File: src/sv/thp_pkg.sv
// thp_pkg: shared types, record layout constants and character tables
// for the tar header parser; no dependencies
package thp_pkg;

	// record geometry
	localparam int RECORD_BYTES = 512;
	localparam int POS_W = $clog2(RECORD_BYTES);
	localparam int SPAN_W = 33;

	typedef logic [POS_W-1:0] pos_t;

	localparam pos_t POS_LAST = pos_t'(RECORD_BYTES - 1);

	// header field offsets
	localparam pos_t LINK_LAST = pos_t'(13);
	localparam pos_t SIZE_FIRST = pos_t'(124);
	localparam pos_t SIZE_LAST = pos_t'(135);
	localparam pos_t TIME_FIRST = pos_t'(136);
	localparam pos_t TIME_LAST = pos_t'(147);
	localparam pos_t TYPE_OFF = pos_t'(156);
	localparam pos_t MAGIC_FIRST = pos_t'(257);
	localparam pos_t MAGIC_LAST = pos_t'(261);

	localparam logic [SPAN_W-1:0] SPAN_ROUND = SPAN_W'(RECORD_BYTES - 1);

	// record sequencing
	typedef enum logic [1:0] {
		PH_NORMAL = 2'd0,
		PH_SKIP   = 2'd1,
		PH_META   = 2'd2
	} phase_t;

	typedef enum logic [1:0] {
		ST_VALID     = 2'd0,
		ST_END       = 2'd1,
		ST_BAD_TYPE  = 2'd2,
		ST_BAD_MAGIC = 2'd3
	} status_t;

	// per-record flags
	typedef struct packed {
		logic all_zero;
		logic magic_empty;
		logic longlink;
		logic magic_bad;
	} flags_t;

	localparam flags_t FLAGS_RESET = '{all_zero: 1'b1, magic_empty: 1'b1,
		longlink: 1'b1, magic_bad: 1'b0};

	// one parsed header
	typedef struct packed {
		logic [31:0]       size;
		logic [31:0]       mtime;
		logic [7:0]        ftype;
		logic [SPAN_W-1:0] span;
		logic              long_name;
		status_t           status;
	} entry_t;

	// expected name bytes of a long-name marker record, NUL after the text
	function automatic logic [7:0] link_char(input logic [3:0] idx);
		logic [7:0] c;
		unique case (idx)
			4'd0:    c = 8'h2E; // .
			4'd1:    c = 8'h2F; // /
			4'd2:    c = 8'h2E;
			4'd3:    c = 8'h2F;
			4'd4:    c = 8'h40; // @
			4'd5:    c = 8'h6C; // l
			4'd6:    c = 8'h6F; // o
			4'd7:    c = 8'h6E; // n
			4'd8:    c = 8'h67; // g
			4'd9:    c = 8'h6C; // l
			4'd10:   c = 8'h69; // i
			4'd11:   c = 8'h6E; // n
			4'd12:   c = 8'h6B; // k
			default: c = 8'h00;
		endcase
		return c;
	endfunction

	// ustar magic bytes
	function automatic logic [7:0] magic_char(input logic [2:0] idx);
		logic [7:0] c;
		unique case (idx)
			3'd0:    c = 8'h75; // u
			3'd1:    c = 8'h73; // s
			3'd2:    c = 8'h74; // t
			3'd3:    c = 8'h61; // a
			3'd4:    c = 8'h72; // r
			default: c = 8'h00;
		endcase
		return c;
	endfunction

	// lower-case letters, backslash read as slash
	function automatic logic [7:0] fold_char(input logic [7:0] b);
		logic [7:0] n;
		n = b;
		if (b == 8'h5C)
			n = 8'h2F;
		else if (b >= 8'h41 && b <= 8'h5A)
			n = b + 8'h20;
		return n;
	endfunction

	function automatic logic is_octal(input logic [7:0] b);
		return b[7:3] == 5'b00110;
	endfunction

	// digits 0-7, NUL or x
	function automatic logic type_ok(input logic [7:0] t);
		return is_octal(t) || t == 8'h00 || t == 8'h78;
	endfunction

endpackage

File: src/sv/thp_track.sv
// thp_track: record position counter, field parsers and record sequencing
// depends on thp_pkg
module thp_track import thp_pkg::*; (
	input  logic       clk,
	input  logic       arst_n,
	input  logic       adv,
	input  logic [7:0] byte_in,
	output logic       emit_req,
	output entry_t     entry
);

	pos_t        pos_q;
	phase_t      phase_q, phase_n;
	logic [31:0] size_q, size_n;
	logic        size_stop_q, size_stop_n;
	logic [31:0] time_q, time_n;
	logic        time_stop_q, time_stop_n;
	logic [7:0]  type_q, type_n;
	flags_t      flags_q, flags_n;
	logic        last;
	logic [7:0]  want;

	assign last = pos_q == POS_LAST;
	assign want = link_char(pos_q[3:0]);

	// field updates for the current byte
	always_comb begin
		flags_n = flags_q;
		size_n = size_q;
		size_stop_n = size_stop_q;
		time_n = time_q;
		time_stop_n = time_stop_q;
		type_n = type_q;
		if (byte_in != 8'h00)
			flags_n.all_zero = 1'b0;
		if (pos_q <= LINK_LAST && fold_char(byte_in) != want)
			flags_n.longlink = 1'b0;
		if (pos_q >= SIZE_FIRST && pos_q <= SIZE_LAST && !size_stop_q) begin
			if (is_octal(byte_in))
				size_n = {size_q[28:0], byte_in[2:0]};
			else
				size_stop_n = 1'b1;
		end
		if (pos_q >= TIME_FIRST && pos_q <= TIME_LAST && !time_stop_q) begin
			if (is_octal(byte_in))
				time_n = {time_q[28:0], byte_in[2:0]};
			else
				time_stop_n = 1'b1;
		end
		if (pos_q == TYPE_OFF)
			type_n = byte_in;
		if (pos_q == MAGIC_FIRST && byte_in != 8'h00)
			flags_n.magic_empty = 1'b0;
		if (pos_q >= MAGIC_FIRST && pos_q <= MAGIC_LAST &&
				byte_in != magic_char(3'(pos_q - MAGIC_FIRST)))
			flags_n.magic_bad = 1'b1;
	end

	// next record phase
	always_comb begin
		phase_n = phase_q;
		if (last) begin
			unique case (phase_q)
				PH_SKIP: phase_n = PH_META;
				PH_META: phase_n = PH_NORMAL;
				default: phase_n = flags_n.longlink ? PH_SKIP : PH_NORMAL;
			endcase
		end
	end

	// result of a finished header record
	always_comb begin
		emit_req = last && phase_q != PH_SKIP &&
			!(phase_q != PH_META && flags_n.longlink);
		entry.size = size_n;
		entry.mtime = (time_n == 32'd0) ? 32'd1 : time_n;
		entry.ftype = type_n;
		entry.span = ({1'b0, size_n} + SPAN_ROUND) & ~SPAN_ROUND;
		entry.long_name = phase_q == PH_META;
		priority if (flags_n.all_zero)
			entry.status = ST_END;
		else if (!type_ok(type_n))
			entry.status = ST_BAD_TYPE;
		else if (!flags_n.magic_empty && flags_n.magic_bad)
			entry.status = ST_BAD_MAGIC;
		else
			entry.status = ST_VALID;
	end

	// state registers; position, fields and flags cleared at every record boundary
	always_ff @(posedge clk or negedge arst_n) begin
		if (!arst_n) begin
			pos_q <= '0;
			phase_q <= PH_NORMAL;
			size_q <= '0;
			size_stop_q <= 1'b0;
			time_q <= '0;
			time_stop_q <= 1'b0;
			type_q <= '0;
			flags_q <= FLAGS_RESET;
		end else if (adv) begin
			phase_q <= phase_n;
			if (last) begin
				pos_q <= '0;
				size_q <= '0;
				size_stop_q <= 1'b0;
				time_q <= '0;
				time_stop_q <= 1'b0;
				type_q <= '0;
				flags_q <= FLAGS_RESET;
			end else begin
				pos_q <= pos_q + pos_t'(1);
				size_q <= size_n;
				size_stop_q <= size_stop_n;
				time_q <= time_n;
				time_stop_q <= time_stop_n;
				type_q <= type_n;
				flags_q <= flags_n;
			end
		end
	end

	// a finished record leaves clean per-record state
	a_record_clear: assert property (@(posedge clk) disable iff (!arst_n)
		adv && last |=> pos_q == '0 && flags_q == FLAGS_RESET &&
			!size_stop_q && !time_stop_q && type_q == 8'h00)
		else $error("per-record state not cleared at record end");

	// the skipped name record is always followed by the metadata record
	a_skip_to_meta: assert property (@(posedge clk) disable iff (!arst_n)
		adv && last && phase_q == PH_SKIP |=> phase_q == PH_META && !emit_req)
		else $error("long-name record not followed by metadata phase");

	// every emitted header returns to normal sequencing
	a_emit_normal: assert property (@(posedge clk) disable iff (!arst_n)
		adv && emit_req |=> phase_q == PH_NORMAL)
		else $error("phase not normal after header result");

endmodule

File: src/sv/thp_out_reg.sv
// thp_out_reg: result register with valid/stall handshake toward the consumer
// depends on thp_pkg
module thp_out_reg import thp_pkg::*; (
	input  logic   clk,
	input  logic   arst_n,
	input  logic   load,
	input  entry_t entry_in,
	input  logic   stall,
	output logic   valid,
	output entry_t entry_q
);

	logic valid_q;

	assign valid = valid_q;

	// valid flag: set on load, dropped once the word is taken
	always_ff @(posedge clk or negedge arst_n) begin
		if (!arst_n) begin
			valid_q <= 1'b0;
		end else if (load) begin
			valid_q <= 1'b1;
		end else if (!stall) begin
			valid_q <= 1'b0;
		end
	end

	// payload
	always_ff @(posedge clk) begin
		if (load)
			entry_q <= entry_in;
	end

endmodule

File: src/sv/tar_header_parser_core.sv
// tar_header_parser_core: one header byte per cycle; a result word for every
// parsed header record, carried in a result register.
// The record's last byte is accepted into the input register; the result word
// is then loaded into the result register.
// Throughput: 1 byte per cycle; the input stalls only when a finishing
// record meets a full, stalled result register.
// Reset clears record position, phase, per-record flags and both valid flags.
module tar_header_parser_core import thp_pkg::*; (
	input  logic              clk,
	input  logic              arst_n,
	input  logic              data_valid,
	output logic              data_stall,
	input  logic [7:0]        data_byte,
	output logic              entry_valid,
	input  logic              entry_stall,
	output logic [31:0]       entry_size,
	output logic [31:0]       entry_time,
	output logic [7:0]        entry_type,
	output logic [SPAN_W-1:0] data_span,
	output logic              long_name,
	output logic [1:0]        status
);

	logic       valid_s1;
	logic [7:0] data_byte_s1;
	logic       emit_req;
	logic       hold;
	logic       adv;
	logic       load;
	logic       accept;
	entry_t     entry;
	entry_t     entry_q;

	// input stage handshake
	assign hold = emit_req && entry_valid && entry_stall;
	assign adv = valid_s1 && !hold;
	assign load = adv && emit_req;
	assign data_stall = valid_s1 && hold;
	assign accept = data_valid && !data_stall;

	// input register
	always_ff @(posedge clk or negedge arst_n) begin
		if (!arst_n) begin
			valid_s1 <= 1'b0;
		end else if (accept) begin
			valid_s1 <= 1'b1;
		end else if (adv) begin
			valid_s1 <= 1'b0;
		end
	end

	always_ff @(posedge clk) begin
		if (accept)
			data_byte_s1 <= data_byte;
	end

	// record parsing
	thp_track u_track (
		.clk      (clk),
		.arst_n   (arst_n),
		.adv      (adv),
		.byte_in  (data_byte_s1),
		.emit_req (emit_req),
		.entry    (entry)
	);

	// result register
	thp_out_reg u_out (
		.clk      (clk),
		.arst_n   (arst_n),
		.load     (load),
		.entry_in (entry),
		.stall    (entry_stall),
		.valid    (entry_valid),
		.entry_q  (entry_q)
	);

	assign entry_size = entry_q.size;
	assign entry_time = entry_q.mtime;
	assign entry_type = entry_q.ftype;
	assign data_span = entry_q.span;
	assign long_name = entry_q.long_name;
	assign status = entry_q.status;

	// a waiting result word is never overwritten
	a_no_overwrite: assert property (@(posedge clk) disable iff (!arst_n)
		entry_valid && entry_stall |-> !load)
		else $error("result word overwritten while stalled");

endmodule
File: config.mk
export PLATFORM = sky130hd
export DESIGN_NAME = tar_header_parser_core
export DESIGN_NICKNAME = d
export VERILOG_FILES = /design/src/sv/thp_pkg.sv /design/src/sv/thp_track.sv /design/src/sv/thp_out_reg.sv /design/src/sv/tar_header_parser_core.sv
export SDC_FILE = /design/constraint.sdc
export NUM_CORES = 1
export LEC_CHECK = 0
export BUFFER_PORTS_ARGS = -buffer_cell sky130_fd_sc_hd__buf_2
export CAP_MARGIN = 20
export CORE_ASPECT_RATIO = 0.9
export CORE_MARGIN = 2
export CORE_UTILIZATION = 45
export CTS_BUF_LIST = sky130_fd_sc_hd__clkbuf_16
export DETAILED_ROUTE_END_ITERATION = 10
export HOLD_SLACK_MARGIN = 0.08
export PLACE_DENSITY = 0.7
export SETUP_SLACK_MARGIN = 0.4
export SLEW_MARGIN = 5
export SYNTH_ARGS = -nofsm -noshare
export SYNTH_HDL_FRONTEND = slang
export SYNTH_HIERARCHICAL = 1
export SYNTH_SLANG_ARGS = --single-unit
export TNS_END_PERCENT = 5
File: constraint.sdc
create_clock -name clk -period 11.11 [get_ports clk]
set_input_delay 2.222 -clock clk [delete_from_list [all_inputs] [get_ports clk]]
set_output_delay 2.222 -clock clk [all_outputs]
set_load 0.1 [all_outputs]
; ---- Word-level counts from Yosys, hierarchy flattened
; Memories as Yosys holds them, arrays and structs flattened.
; Cells that the tools add are included.
[op_classes]
n_addsub = 4
magnitude_cmp = 9
eq_ne = 19
muxes = 30
reduce_logical = 37
[op_table]
columns = operator, n
row1 = $mux 32, 6
row2 = $pmux 7 s5, 1
row3 = $add 32x9->33 const B, 1
row4 = $logic_not 32->1, 1
row5 = $mux 8, 4
row6 = $logic_and 1x1->1, 19
row7 = $eq 9x9->1 const B, 2
row8 = $le 9x8->1 const B, 2
row9 = $eq 8x7->1 const B, 2
row10 = $mux 1, 14
row11 = $eq 5x3->1 const B, 2
row12 = $add 9x1->9 const B, 1
row13 = $eq 9x8->1 const B, 1
row14 = $ge 9x7->1 const B, 1
row15 = $ge 9x8->1 const B, 1
row16 = $ge 9x9->1 const B, 1
row17 = $le 9x4->1 const B, 1
row18 = $le 9x9->1 const B, 1
row19 = $mux 9, 1
row20 = $add 8x6->8 const B, 1
row21 = $ge 8x7->1 const B, 1
row22 = $le 8x7->1 const B, 1
row23 = $logic_not 8->1, 1
row24 = $ne 8x7->1, 1
row25 = other kinds (19), 32
[word_totals]
regBits = 198
mem_bits_ro = 96
inputBits = 12
output_inout_bits = 110
elab_cells = 120
mem_count = 1
[mem_list]
columns = name, depth, word_bits, read_ports, rd_ports_with_merged_regs, wr, line_no
row1 = (name not given), 16, 6, 1, 0, 0, thp_pkg.sv:64  ; unique case (idx)

; ---- Longest topological paths before layout
; Gate-level depths: netlist (run 1).
[depth]
word_depth = 16
ltp_mapped = 18
mapped_depth_nobuf = 15

; ---- Modules after synthesis
; The synthesis (run 1) kept the hierarchy.
[modules_own_cells]
columns = mod, instances, cells_per_inst, area_each_um2, seq_area_each_um2
row1 = thp_track, 1, 666, 6224.7, 2230.9
row2 = thp_out_reg, 1, 110, 3275.6, 3268.1
row3 = tar_header_parser_core, 1, 17, 306.5, 265.3

; ---- Least setup slack after synthesis (run 1)
; Ideal clock, no wire load.
[synth_path]
path_type = input to register
start = input entry_stall
end = register, netlist name u_out/entry_q[0]
setup_ns = 0.612
arrival_time_ns = 7.487
required_time_ns = 10.498
path_slack_ns = 3.011
path_stages = 1
n_path_buf = 0
cell_sequence = a21oi_1
[synth_between]
elab_chain_cells = 4
[synth_lines]
columns = element, line_no
row1 = "start, declared", tar_header_parser_core.sv:15  ; input logic entry_stall,
row2 = $logic_and 1x1->1, tar_header_parser_core.sv:35  ; assign hold = emit_req && entry_valid && entry_stall;
row3 = $logic_not 1->1, tar_header_parser_core.sv:36  ; assign adv = valid_s1 && !hold;
row4 = $logic_and 1x1->1, tar_header_parser_core.sv:36
row5 = $logic_and 1x1->1, tar_header_parser_core.sv:37  ; assign load = adv && emit_req;
; Every way passes these cells.
; A chain may end at the register's enable or synchronous reset.

; ---- Final worst setup path (run 1)
[layout_path]
start = register u_track.pos_q[0]
end = output data_stall
[layout_between]
elab_chain_cells = 10
word_cells_on_any_way = 13
[layout_lines]
columns = element, line_no
row1 = "start, declared", thp_track.sv:12  ; pos_t pos_q;
row2 = "start signal, assigned", thp_track.sv:112  ; pos_q <= pos_q + pos_t'(1);
row3 = $mem_v2 16x6, --
row4 = $ne 8x8->1, thp_track.sv:36  ; if (pos_q <= LINK_LAST && fold_char(byte_in) != want)
row5 = $logic_and 1x1->1, thp_track.sv:36
row6 = $mux 1, thp_track.sv:36
row7 = $logic_and 1x1->1, thp_track.sv:74  ; !(phase_q != PH_META && flags_n.longlink);
row8 = $logic_not 1->1, thp_track.sv:74
row9 = $logic_and 1x1->1 *, thp_track.sv:73  ; emit_req = last && phase_q != PH_SKIP &&
row10 = named net emit_req, tar_header_parser_core.sv:26  ; logic emit_req;
row11 = $logic_and 1x1->1 * (2 in series), tar_header_parser_core.sv:35
row12 = $logic_and 1x1->1 *, tar_header_parser_core.sv:38  ; assign data_stall = valid_s1 && hold;
row13 = "end, declared", tar_header_parser_core.sv:12  ; output logic data_stall,
; The timed path passes the listed nets; every way through them passes the cells marked *.

==> results of run 1 <==
## routing by layer
| metal | global-route usage, % | wire [um] | vias to the layer above |
|---|---|---|---|
| met5 | 0 | 0 | - |
| met4 | 4.88 | 451 | 0 |
| met3 | 2.72 | 1010 | 31 |
| met2 | 28.5 | 9870 | 189 |
| met1 | 27.7 | 10200 | 3337 |
| li1 | - | - | 3160 |
## cell usage after synthesis (all sizes together) (14+ instances only)
library cell,instances,area (um2)
ha,14,175
nor2,41,154
clkbuf,28,115
edfxtp,116,3480
o21ai,23,119
buf,27,174
a21oi,19,106
mux2,42,473
dfrtp,88,2200
o2bb2ai,21,184
xnor2,18,158
a22o,50,438
inv,35,131
nor4,14,103
nand2,71,267
mux2i,27,270
nand3,15,87.6
## stage by stage
stage	setup WS [ns]	hold slack, ns	std cells	total power [mW]	util [%]
after floorplan	3.01	0.458	801	1.14	-
after global placement	5.76	0.468	1166	1.20	49.3
after detailed placement	5.73	0.474	1166	1.21	49.3
after CTS	5.16	0.480	1207	1.94	52.7
after global routing	4.92	0.524	1207	2.01	52.7
final	5.15	0.482	1207	1.93	52.7
## where the power goes
part	switching, mW	internal (mW)
registers	0.0756	0.860
logic	0.143	0.123
clock network	0.300	0.425
## area by class of cell
type | count | share of cell area (%)
clock inverters | 18 | 1.29
multi-input cells | 504 | 32.5
inverters | 35 | 1.16
repair buffers | 129 | 5.90
clock buffers | 23 | 5.08
flip-flops and latches | 207 | 50.9
well taps | 291 | 3.21
## worst min path at each step
stage                                            to  cells past startpoint
floorplan            u_track/flags_q[2]$_DFFE_PN1P_                      2
global placement    u_track/time_stop_q$_DFFE_PN0P_                      1
detailed placement   u_track/flags_q[2]$_DFFE_PN1P_                      2
CTS                  u_track/flags_q[2]$_DFFE_PN1P_                      2
global route         u_track/flags_q[2]$_DFFE_PN1P_                      2
finish               u_track/flags_q[2]$_DFFE_PN1P_                      2
## worst register-to-register path, stage by stage, from the launching register on
cell and delay [ns]:
dfrtp_1 0.51, inv_1 0.18, ha_1 0.27, ha_1 0.22
nor2b_1 0.15, a31oi_1 0.24, xor2_1 0.09, a2111oi_0 0.38
nand3_1 0.13, o21a_1 0.23, o311a_1 0.34, a31oi_1 0.14
buf_4 0.25, nand2_1 0.29, nand2_1 0.89, nor2_1 0.09
a22o_1 0.21
## sequential cells by signal, indices dropped and copies added (netlist names), 2 cells and up
register and count:
u_out/entry_q 108, u_track/flags_q 4, data_byte_s1 8, u_track/time_q 32, u_track/type_q 8, u_track/size_q 32
u_track/phase_q 2, u_track/pos_q 9
## logic make-up (layout without fill, tap and decap cells)
family / after synthesis / after routing / share of synthesized area [%]
other cells: 1 / 9 / 0.0382
buf+inv: 90 / 205 / 4.29
mux: 69 / 69 / 7.58
compound gates: 172 / 172 / 13.8
xor+xnor: 28 / 28 / 2.50
flops: 207 / 207 / 58.8
simple gates: 212 / 212 / 11.3
fa+ha+maj: 14 / 14 / 1.79
==> flow_metrics.py, run 1 <==
metrics = {
    "outcome": {
        "outcome": "finished clean",
    },
    "cells_and_area": {
        "drive_gt1_share_pct": 25.5,
        "layout_common_cells": "120 x buf_2, 116 x edfxtp_1, 88 x dfrtp_1",
        "nFillCells": 1898,
        "final_common_cell": "buf_2",
        "multi_input_area_mm2": 0.00368,
        "area_delta_synth_final_pct": 15.5,
        "final_area_mm2": 0.0113,
        "fin_nets": 926,
        "antenna_cells": 0,
        "regArea_mm2": 0.00576,
    },
    "sta": {
        "layout_min_cycle_time_ns": 5.96,
        "slew_headroom_pct": 24.4,
        "tightestPinTransition_ns": 1.12,
        "hold_viol": 0,
        "skew_ns": 0.0204,
        "maxSlewViolCount": 0,
        "rsz0062_at_grt": "false",
        "finalSetupTns_ns": 0,
        "max_freq_mhz": 168,
        "setup-violations-final": 0,
        "min_period_over_period_pct": 53.6,
    },
    "power_and_ir_drop": {
        "powerDensity_mw_per_mm2": 170,
        "total_leakage_power_nw": 4.58,
        "ir_worst_vdd_mv": 0.113,
    },
    "global_routing": {
        "grt_pass1_vias": 6393,
        "grt_overflow": 0,
        "grt_pass1_wl_um": 34700,
        "antenna_found_initial": 0,
        "grt_max_degree": 76,
        "grt_usage_pct": 18.6,
    },
    "critical_path": {
        "critPathSlowestCell": "dfrtp_1",
        "setup.worst_path.end": "data_stall",
        "reg2reg_from": "u_track/pos_q[0]$_DFFE_PN0P_",
        "crit_chain": "inv_1 > ha_1 > ha_1 > nor2b_1 > a31oi_1 > xor2_1 > a2111oi_0 > nand3_1 > o21a_1 > o311a_1 > nand4_1 > inv_1 > buf_2",
        "crit_start": "u_track/pos_q[0]$_DFFE_PN0P_",
        "reg2reg_slack_ns": 6.37,
        "cp_max_fo": 10,
        "start_kind": "flip-flop",
        "crit_buf_inv": 3,
        "reg2reg_depth": 16,
        "endpoint_kind": "primary output",
        "r2r-end": "u_track/pos_q[5]$_DFFE_PN0P_",
        "crit_arrival_ns": 3.74,
        "setup.worst_path.class": "reg2out",
        "critPathRequiredTime_ns": 8.89,
        "critPathMaxStageDelay_ns": 0.51,
        "cp.depth": 13,
        "cpLargestDelayFamily": "compound AO/OA/AOI/OAI gates",
    },
    "synth": {
        "syn-instance-count": 793,
        "syn_area_mm2": 0.00981,
        "ys_warn_count": 6,
        "ys_types": 86,
        "syn_area_per_cell_um2": 12.4,
        "synth-edff-count": 116,
        "async_reset_ff_share_pct": 44.0,
        "synth-main-ff-cell": "edfxtp_1",
        "ys_seq_elements": 207,
        "ys_seq_area_share_pct": 58.8,
    },
    "clock_tree": {
        "cts_resized": 0,
        "tritoncts": "yes",
        "worstSkewPairLatency_ns": 0.51,
        "cts_hold_buf": 0,
        "h-tree-depth": 1,
        "numCtsBuffers": 23,
        "post_cts_buffers": 0,
        "path_clk_slew_ns": 0.06,
        "cts_sinks": 207,
        "clockBufferDepth": 3,
        "root_buffer": "clkbuf_16",
    },
    "run": {
        "maxCapViolCount": 0,
    },
    "die": {
        "num_rows": 51,
        "core_area_mm2": 0.0215,
        "die_x_um": 160,
        "start_util_pct": 45.6,
        "die_h_um": 144,
        "ios": 122,
        "dieArea_mm2": 0.0230,
    },
    "place": {
        "numPortBuffers": 121,
        "placed_area_mm2": 0.0106,
        "gp_congestion": 0.892,
        "dp_hpwl_um": 14000,
    },
    "drt": {
        "ant_nets": 0,
        "first_pass_iters": 5,
        "routedWlPerCell_um": 17.9,
        "via_per_inst": 5.57,
        "drcViolationCount": 0,
        "vias": 6717,
        "wl_um": 21600,
        "drtIter0Drc": 426,
    },
    "hold_path": {
        "hold_path_startpoint": "u_track/flags_q[2]$_DFFE_PN1P_",
        "hold_class": "reg2reg",
    },
}
(Power assumes the default switching activity.)
==> run 2, diff against run 1 <==
Settings changed: ABC_AREA set to 1, PLACE_DENSITY 0.7 to 0.73.
Clock period 11.11 ns to 4.9 ns, I/O delays scaled along.
==> flow_metrics.py, run 2 <==
metrics = {
    "outcome": {
        "outcome": "finished clean",
    },
    "power_and_ir_drop": {
        "p_sw_share_pct": 39.1,
        "total_leakage_power_nw": 5.92,
        "ir_worst_vdd_mv": 0.247,
        "clkPwrFrac_pct": 25.3,
        "power.internal_mw": 3.84,
        "seqPwrFrac_pct": 37.5,
        "power.switching_mw": 2.47,
        "power_frac_comb_pct": 37.1,
        "powerDensity_mw_per_mm2": 526,
    },
    "critical_path": {
        "critPathMaxStageDelay_ns": 0.46,
        "crit_chain": "inv_1 > ha_1 > ha_1 > nand2_1 > nand2_1 > a31oi_1 > or2_2 > nand4_1 > nor2_1 > nand3_1 > nand2_1 > nand3_1 > nand2_1 > inv_1 > nand3_2 > nor2_2 > buf_2",
        "critPathRequiredTime_ns": 3.92,
        "critPathSlowestCell": "dfrtp_1",
        "crit_start": "u_track/pos_q[0]$_DFFE_PN0P_",
        "start_kind": "flip-flop",
        "setup.worst_path.class": "reg2out",
        "crit_arrival_ns": 3.27,
        "cpMostUsedCell": "nand2_1",
        "cpLargestDelayFamily": "simple AND/OR/NAND/NOR gates",
        "cp_max_fo": 8,
        "crit_buf_inv": 3,
        "endpoint_kind": "primary output",
        "reg2reg_from": "u_track/pos_q[0]$_DFFE_PN0P_",
    },
    "drt": {
        "ant_nets": 0,
        "first_pass_iters": 6,
        "vias": 8267,
        "routedWlPerCell_um": 15.0,
        "wl_um": 24100,
        "via_per_inst": 5.14,
        "drtIter0Drc": 720,
        "drcViolationCount": 0,
        "top_layer_used": "met4",
        "wl_met1_um": 10700,
        "route.met2.wl_um": 11100,
        "dr_wl_met3_um": 1780,
    },
    "clock_tree": {
        "clockBufferDepth": 3,
        "path_clk_slew_ns": 0.06,
        "post_cts_buffers": 0,
        "root_buffer": "clkbuf_16",
        "numCtsBuffers": 22,
        "h-tree-depth": 1,
        "cts_sinks": 207,
        "tritoncts": "yes",
        "worstSkewPairLatency_ns": 0.51,
        "cts_resized": 0,
        "cts_hold_buf": 0,
    },
    "cells_and_area": {
        "regMostFlops": "u_out/entry_q",
        "layout_common_cells": "282 x nand2_1, 192 x inv_1, 120 x buf_2",
        "fin_nets": 1321,
        "drive_gt1_share_pct": 18.9,
        "antenna_cells": 0,
        "final_area_mm2": 0.0120,
        "largest_register_ffs": 108,
        "biggestRegsByFlops": "u_out/entry_q x108, u_track/size_q x32, u_track/time_q x32",
        "final_common_cell": "nand2_1",
        "area_delta_synth_final_pct": 14.7,
    },
    "synth": {
        "synth-edff-count": 116,
        "synthSimpleGateAreaFrac_pct": 21.4,
        "syn-instance-count": 1180,
        "yosys.area_share.adder_pct": 1.68,
        "ys_types": 48,
        "syn_area_per_cell_um2": 8.86,
        "ys_top_cells_by_count": "282 x nand2_1, 187 x inv_1, 116 x edfxtp_1, 92 x o21ai_0, 88 x dfrtp_1",
        "synth-main-ff-cell": "edfxtp_1",
        "yosys.cell_count.top_type": "nand2_1",
        "ys_seq_elements": 207,
        "async_reset_ff_share_pct": 44.0,
        "ys_seq_area_share_pct": 55.1,
        "yosysTopAreaCellShare_pct": 33.3,
        "synth-compound-area-share_pct": 11.5,
        "synth-xor-area-share_pct": 0.491,
        "syn_area_mm2": 0.0105,
        "synthMuxAreaShare_pct": 0,
        "synth_top_family_by_area": "simple AND/OR/NAND/NOR gates",
        "ys_warn_count": 6,
        "yosys-top-cells-area": "edfxtp_1 33%, dfrtp_1 21%, nand2_1 10%, inv_1 6.7%, o21ai_0 4.4%",
        "synth_area_leader_cell": "edfxtp_1",
    },
    "die": {
        "dieArea_mm2": 0.0245,
        "die_x_um": 165,
        "die_h_um": 149,
        "num_rows": 52,
        "ios": 122,
        "core_area_mm2": 0.0226,
        "start_util_pct": 46.2,
    },
    "sta": {
        "finalSetupTns_ns": 0,
        "max_freq_mhz": 235,
        "setup-violations-final": 0,
        "layout_min_cycle_time_ns": 4.25,
        "min_period_over_period_pct": 86.7,
        "maxSlewViolCount": 0,
        "skew_ns": 0.00731,
        "slew_headroom_pct": 39.5,
        "tightestPinTransition_ns": 0.907,
        "rsz0062_at_grt": "true",
        "hold_viol": 0,
    },
    "hold_path": {
        "hold_class": "reg2reg",
        "hold_path_startpoint": "u_track/type_q[2]$_DFFE_PN0P_",
    },
    "place": {
        "gp_congestion": 0.932,
        "dp_hpwl_um": 17000,
        "numPortBuffers": 121,
        "placed_area_mm2": 0.0113,
    },
    "global_routing": {
        "grt_usage_pct": 19.7,
        "grt_pass1_vias": 7697,
        "grt_overflow": 0,
        "antenna_found_initial": 0,
        "grt_max_degree": 75,
        "grt_pass1_wl_um": 38600,
    },
    "run": {
        "maxCapViolCount": 0,
    },
}
==> run 2: changes by cell type after synthesis, sizes merged, moves of 7 or more <==
cell and delta:
nand2 +238, inv +166, o21ai +89, nor2 +64, o22ai +58, a22o -50
mux2 -42, nand3 +37, mux2i -27, o2bb2ai -21, xnor2 -17, nor4 -11
and3 -7
==> run 2: cell type report <==
| type | count | area (um2) |
|---|---|---|
| Fill cell | 2084 | 10600 |
| Sequential cell | 207 | 5760 |
| Multi-Input combinational cell | 732 | 3710 |
| Inverter | 203 | 768 |
| Timing Repair Buffer | 129 | 681 |
| Clock buffer | 23 | 576 |
| Tap cell | 297 | 372 |
| Clock inverter | 17 | 120 |
==> run 2: path summary, 6_finish.rpt <==
check | end | slack [ns] | cells past startpoint
min reg2reg | u_track/type_q[2]$_DFFE_PN0P_ | 0.50 | 2
min | u_track/type_q[2]$_DFFE_PN0P_ | 0.50 | 2
max in group asynchronous | u_track/size_q[1]$_DFFE_PN0P_ | 3.37 | 2
max reg2reg | u_track/phase_q[0]$_DFFE_PN0P_ | 0.92 | 22
min in group asynchronous | u_track/pos_q[6]$_DFFE_PN0P_ | 0.56 | 1
max | data_stall | 0.65 | 17
==> run 2: cell families after synthesis <==
logic type	count (synthesis)
AOI/OAI and AO/OA	205
xor gates and xnor gates	5
adders and majority gates	14
buffers and inverters	249
DFF	207
other	1
and+or+nand+nor	499
==> run 2: power by group through the flow <==
stage          sequential, mW  combinational [mW]  clock (mW)
3_5_place_dp             2.40                2.31           0
2_1_floorplan            2.33                1.83           0
6_report                 2.37                2.35        1.60
3_3_place_gp             2.39                2.26           0
4_1_cts                  2.36                2.33        1.65
5_1_grt                  2.40                2.64        1.72
==> run 2: through the flow <==
stage | worst slack, ns | total power, mW | utilization [%] | instances | hold slack [ns]
after floorplan | 0.786 | 4.16 | - | 1188 | 0.453
after global placement | 0.954 | 4.65 | 49.9 | 1568 | 0.471
after detailed placement | 0.802 | 4.71 | 49.9 | 1568 | 0.482
after CTS | 0.613 | 6.34 | 53.0 | 1608 | 0.499
after global routing | 0.382 | 6.75 | 53.0 | 1608 | 0.534
final | 0.650 | 6.31 | 53.0 | 1608 | 0.496
==> run 2: per-layer routing <==
layer	up-vias	track usage, %
met3	42	3.21
met4	0	5.70
li1	4080	-
met5	-	0
met2	284	31.4
met1	3861	27.9
==> run 2: tightest hold or removal path: stages, from the launching register on <==
cell	delay, ns
dfrtp_1	0.35
nand2_1	0.05
o21ai_0	0.06
==> run 3, diff against run 2 <==
Settings changed: REMOVE_ABC_BUFFERS set to 1.
==> flow_metrics.py, run 3 (synthesis results as in run 2) <==
metrics = {
    "sta": {
        "timing.final.ws_setup_ns": 0.685,
        "rsz0062_at_grt": "false",
        "layout_min_cycle_time_ns": 4.22,
        "tightestPinTransition_ns": 0.895,
        "min_period_over_period_pct": 86.0,
        "maxSlewViolCount": 0,
        "skew_ns": 0.00779,
        "hold_viol": 0,
        "max_freq_mhz": 237,
        "slew_headroom_pct": 40.4,
        "setup-violations-final": 0,
    },
    "global_routing": {
        "grt_pass1_vias": 7671,
        "grt_max_degree": 75,
        "antenna_found_initial": 0,
        "grt_overflow": 0,
        "grt_pass1_wl_um": 38200,
        "grt_usage_pct": 19.5,
    },
    "cells_and_area": {
        "drive_gt1_share_pct": 19.2,
        "utilization_pct": 53.2,
        "final_area_mm2": 0.0120,
        "layout_common_cells": "282 x nand2_1, 189 x inv_1, 120 x buf_2",
        "antenna_cells": 0,
        "biggestRegsByFlops": "u_out/entry_q x108, u_track/size_q x32, u_track/time_q x32",
        "fin_nets": 1322,
        "multi_input_area_mm2": 0.00371,
        "final_common_cell": "nand2_1",
        "nFillCells": 2108,
        "regMostFlops": "u_out/entry_q",
        "area_delta_synth_final_pct": 15.1,
        "largest_register_ffs": 108,
        "regArea_mm2": 0.00576,
    },
    "critical_path": {
        "crit_start": "u_track/pos_q[1]$_DFFE_PN0P_",
        "reg2reg_slack_ns": 0.91,
        "cp_max_fo": 8,
        "critPathRequiredTime_ns": 3.92,
        "endpoint_kind": "primary output",
        "setup.worst_path.class": "reg2out",
        "reg2reg_depth": 22,
        "reg2reg_from": "u_track/pos_q[0]$_DFFE_PN0P_",
        "r2r-end": "u_track/phase_q[0]$_DFFE_PN0P_",
        "crit_arrival_ns": 3.24,
        "setup.worst_path.end": "data_stall",
        "start_kind": "flip-flop",
    },
    "drt": {
        "routedWlPerCell_um": 14.6,
        "drtIter0Drc": 745,
        "first_pass_iters": 6,
        "vias": 8136,
        "ant_nets": 0,
        "wl_um": 23500,
        "drcViolationCount": 0,
        "via_per_inst": 5.06,
    },
    "die": {
        "num_rows": 52,
        "ios": 122,
        "core_area_mm2": 0.0226,
        "die_h_um": 149,
        "start_util_pct": 46.2,
        "die_x_um": 165,
        "dieArea_mm2": 0.0245,
    },
    "clock_tree": {
        "tritoncts": "yes",
        "cts_hold_buf": 0,
        "cts_resized": 0,
        "root_buffer": "clkbuf_16",
        "post_cts_buffers": 0,
        "numCtsBuffers": 23,
        "cts_sinks": 207,
        "h-tree-depth": 1,
        "clockBufferDepth": 3,
        "path_clk_slew_ns": 0.06,
        "worstSkewPairLatency_ns": 0.50,
    },
    "place": {
        "numPortBuffers": 121,
        "dp_hpwl_um": 16600,
        "placed_area_mm2": 0.0113,
        "pre_cts_slack_ns": 0.925,
        "gp_congestion": 0.900,
    },
    "power_and_ir_drop": {
        "ir_worst_vdd_mv": 0.269,
        "report.power.total_mw": 6.38,
        "total_leakage_power_nw": 5.93,
        "powerDensity_mw_per_mm2": 530,
    },
    "hold_path": {
        "hold_class": "reg2reg",
    },
    "run": {
        "maxCapViolCount": 0,
    },
    "outcome": {
        "outcome": "finished clean",
    },
}
[run 3: cell types whose count changed in the layout (fill, tap and decap cells not counted), sizes merged]
cell      previous run  this run
bufinv               2         3
clkinv              10        13
clkinvlp             1         0
inv                207       205
[run 3: routing by layer]
layer,GRT usage (%),wire length (um),up-vias
met2,30.5,10900,216
met4,5.26,467,0
li1,-,-,4083
met5,0,0,-
met1,28.9,10800,3801
met3,2.20,1360,36
[run 3: area by class of cell]
class / count / share of cell area [%]
timing repair buffer: 129 / 5.66
tap: 297 / 3.09
sequential: 207 / 47.9
inverter: 203 / 6.35
clock buffer: 23 / 4.78
clock inverter: 18 / 1.38
multi-input combinational: 732 / 30.8
[run 3: worst max-delay path, cell delays in order (launching register included)]
cell and delay, ns:
dfrtp_1 0.44, inv_1 0.24, ha_1 0.25, ha_1 0.18, nand2_1 0.08, nand2_1 0.11, a31oi_1 0.06, or2_2 0.29
nand4_1 0.07, nor2_1 0.05, nand3_1 0.07, nand2_1 0.07, nand3_1 0.08, nand2_1 0.05, inv_1 0.07, nand3_2 0.09
nor2_2 0.11, buf_2 0.43
[run 3: worst min-delay path by stage]
stage	from	end	depth (start not counted)
2_1_floorplan	u_track/type_q[2]$_DFFE_PN0P_	u_track/type_q[2]$_DFFE_PN0P_	2
5_1_grt	u_track/type_q[2]$_DFFE_PN0P_	u_track/type_q[2]$_DFFE_PN0P_	2
3_5_place_dp	u_track/time_q[2]$_DFFE_PN0P_	u_track/time_q[2]$_DFFE_PN0P_	2
4_1_cts	u_track/time_q[2]$_DFFE_PN0P_	u_track/time_q[2]$_DFFE_PN0P_	2
3_3_place_gp	u_track/type_q[2]$_DFFE_PN0P_	u_track/type_q[2]$_DFFE_PN0P_	2
6_report	u_track/time_q[2]$_DFFE_PN0P_	u_track/time_q[2]$_DFFE_PN0P_	2
[run 3: through the flow]
step,TNS (ns),hold WS [ns],cells
5_1_grt,0,0.536,1609
3_5_place_dp,0,0.486,1568
2_1_floorplan,-257.99,0.453,1142
4_1_cts,0,0.500,1609
6_report,0,0.499,1609
3_3_place_gp,0,0.476,1568
[run 3: where the power goes]
| group | total, mW | switching [mW] | internal [mW] |
|---|---|---|---|
| clock | 1.68 | 0.670 | 1.01 |
| sequential | 2.36 | 0.175 | 2.19 |
| combinational | 2.33 | 1.62 | 0.708 |
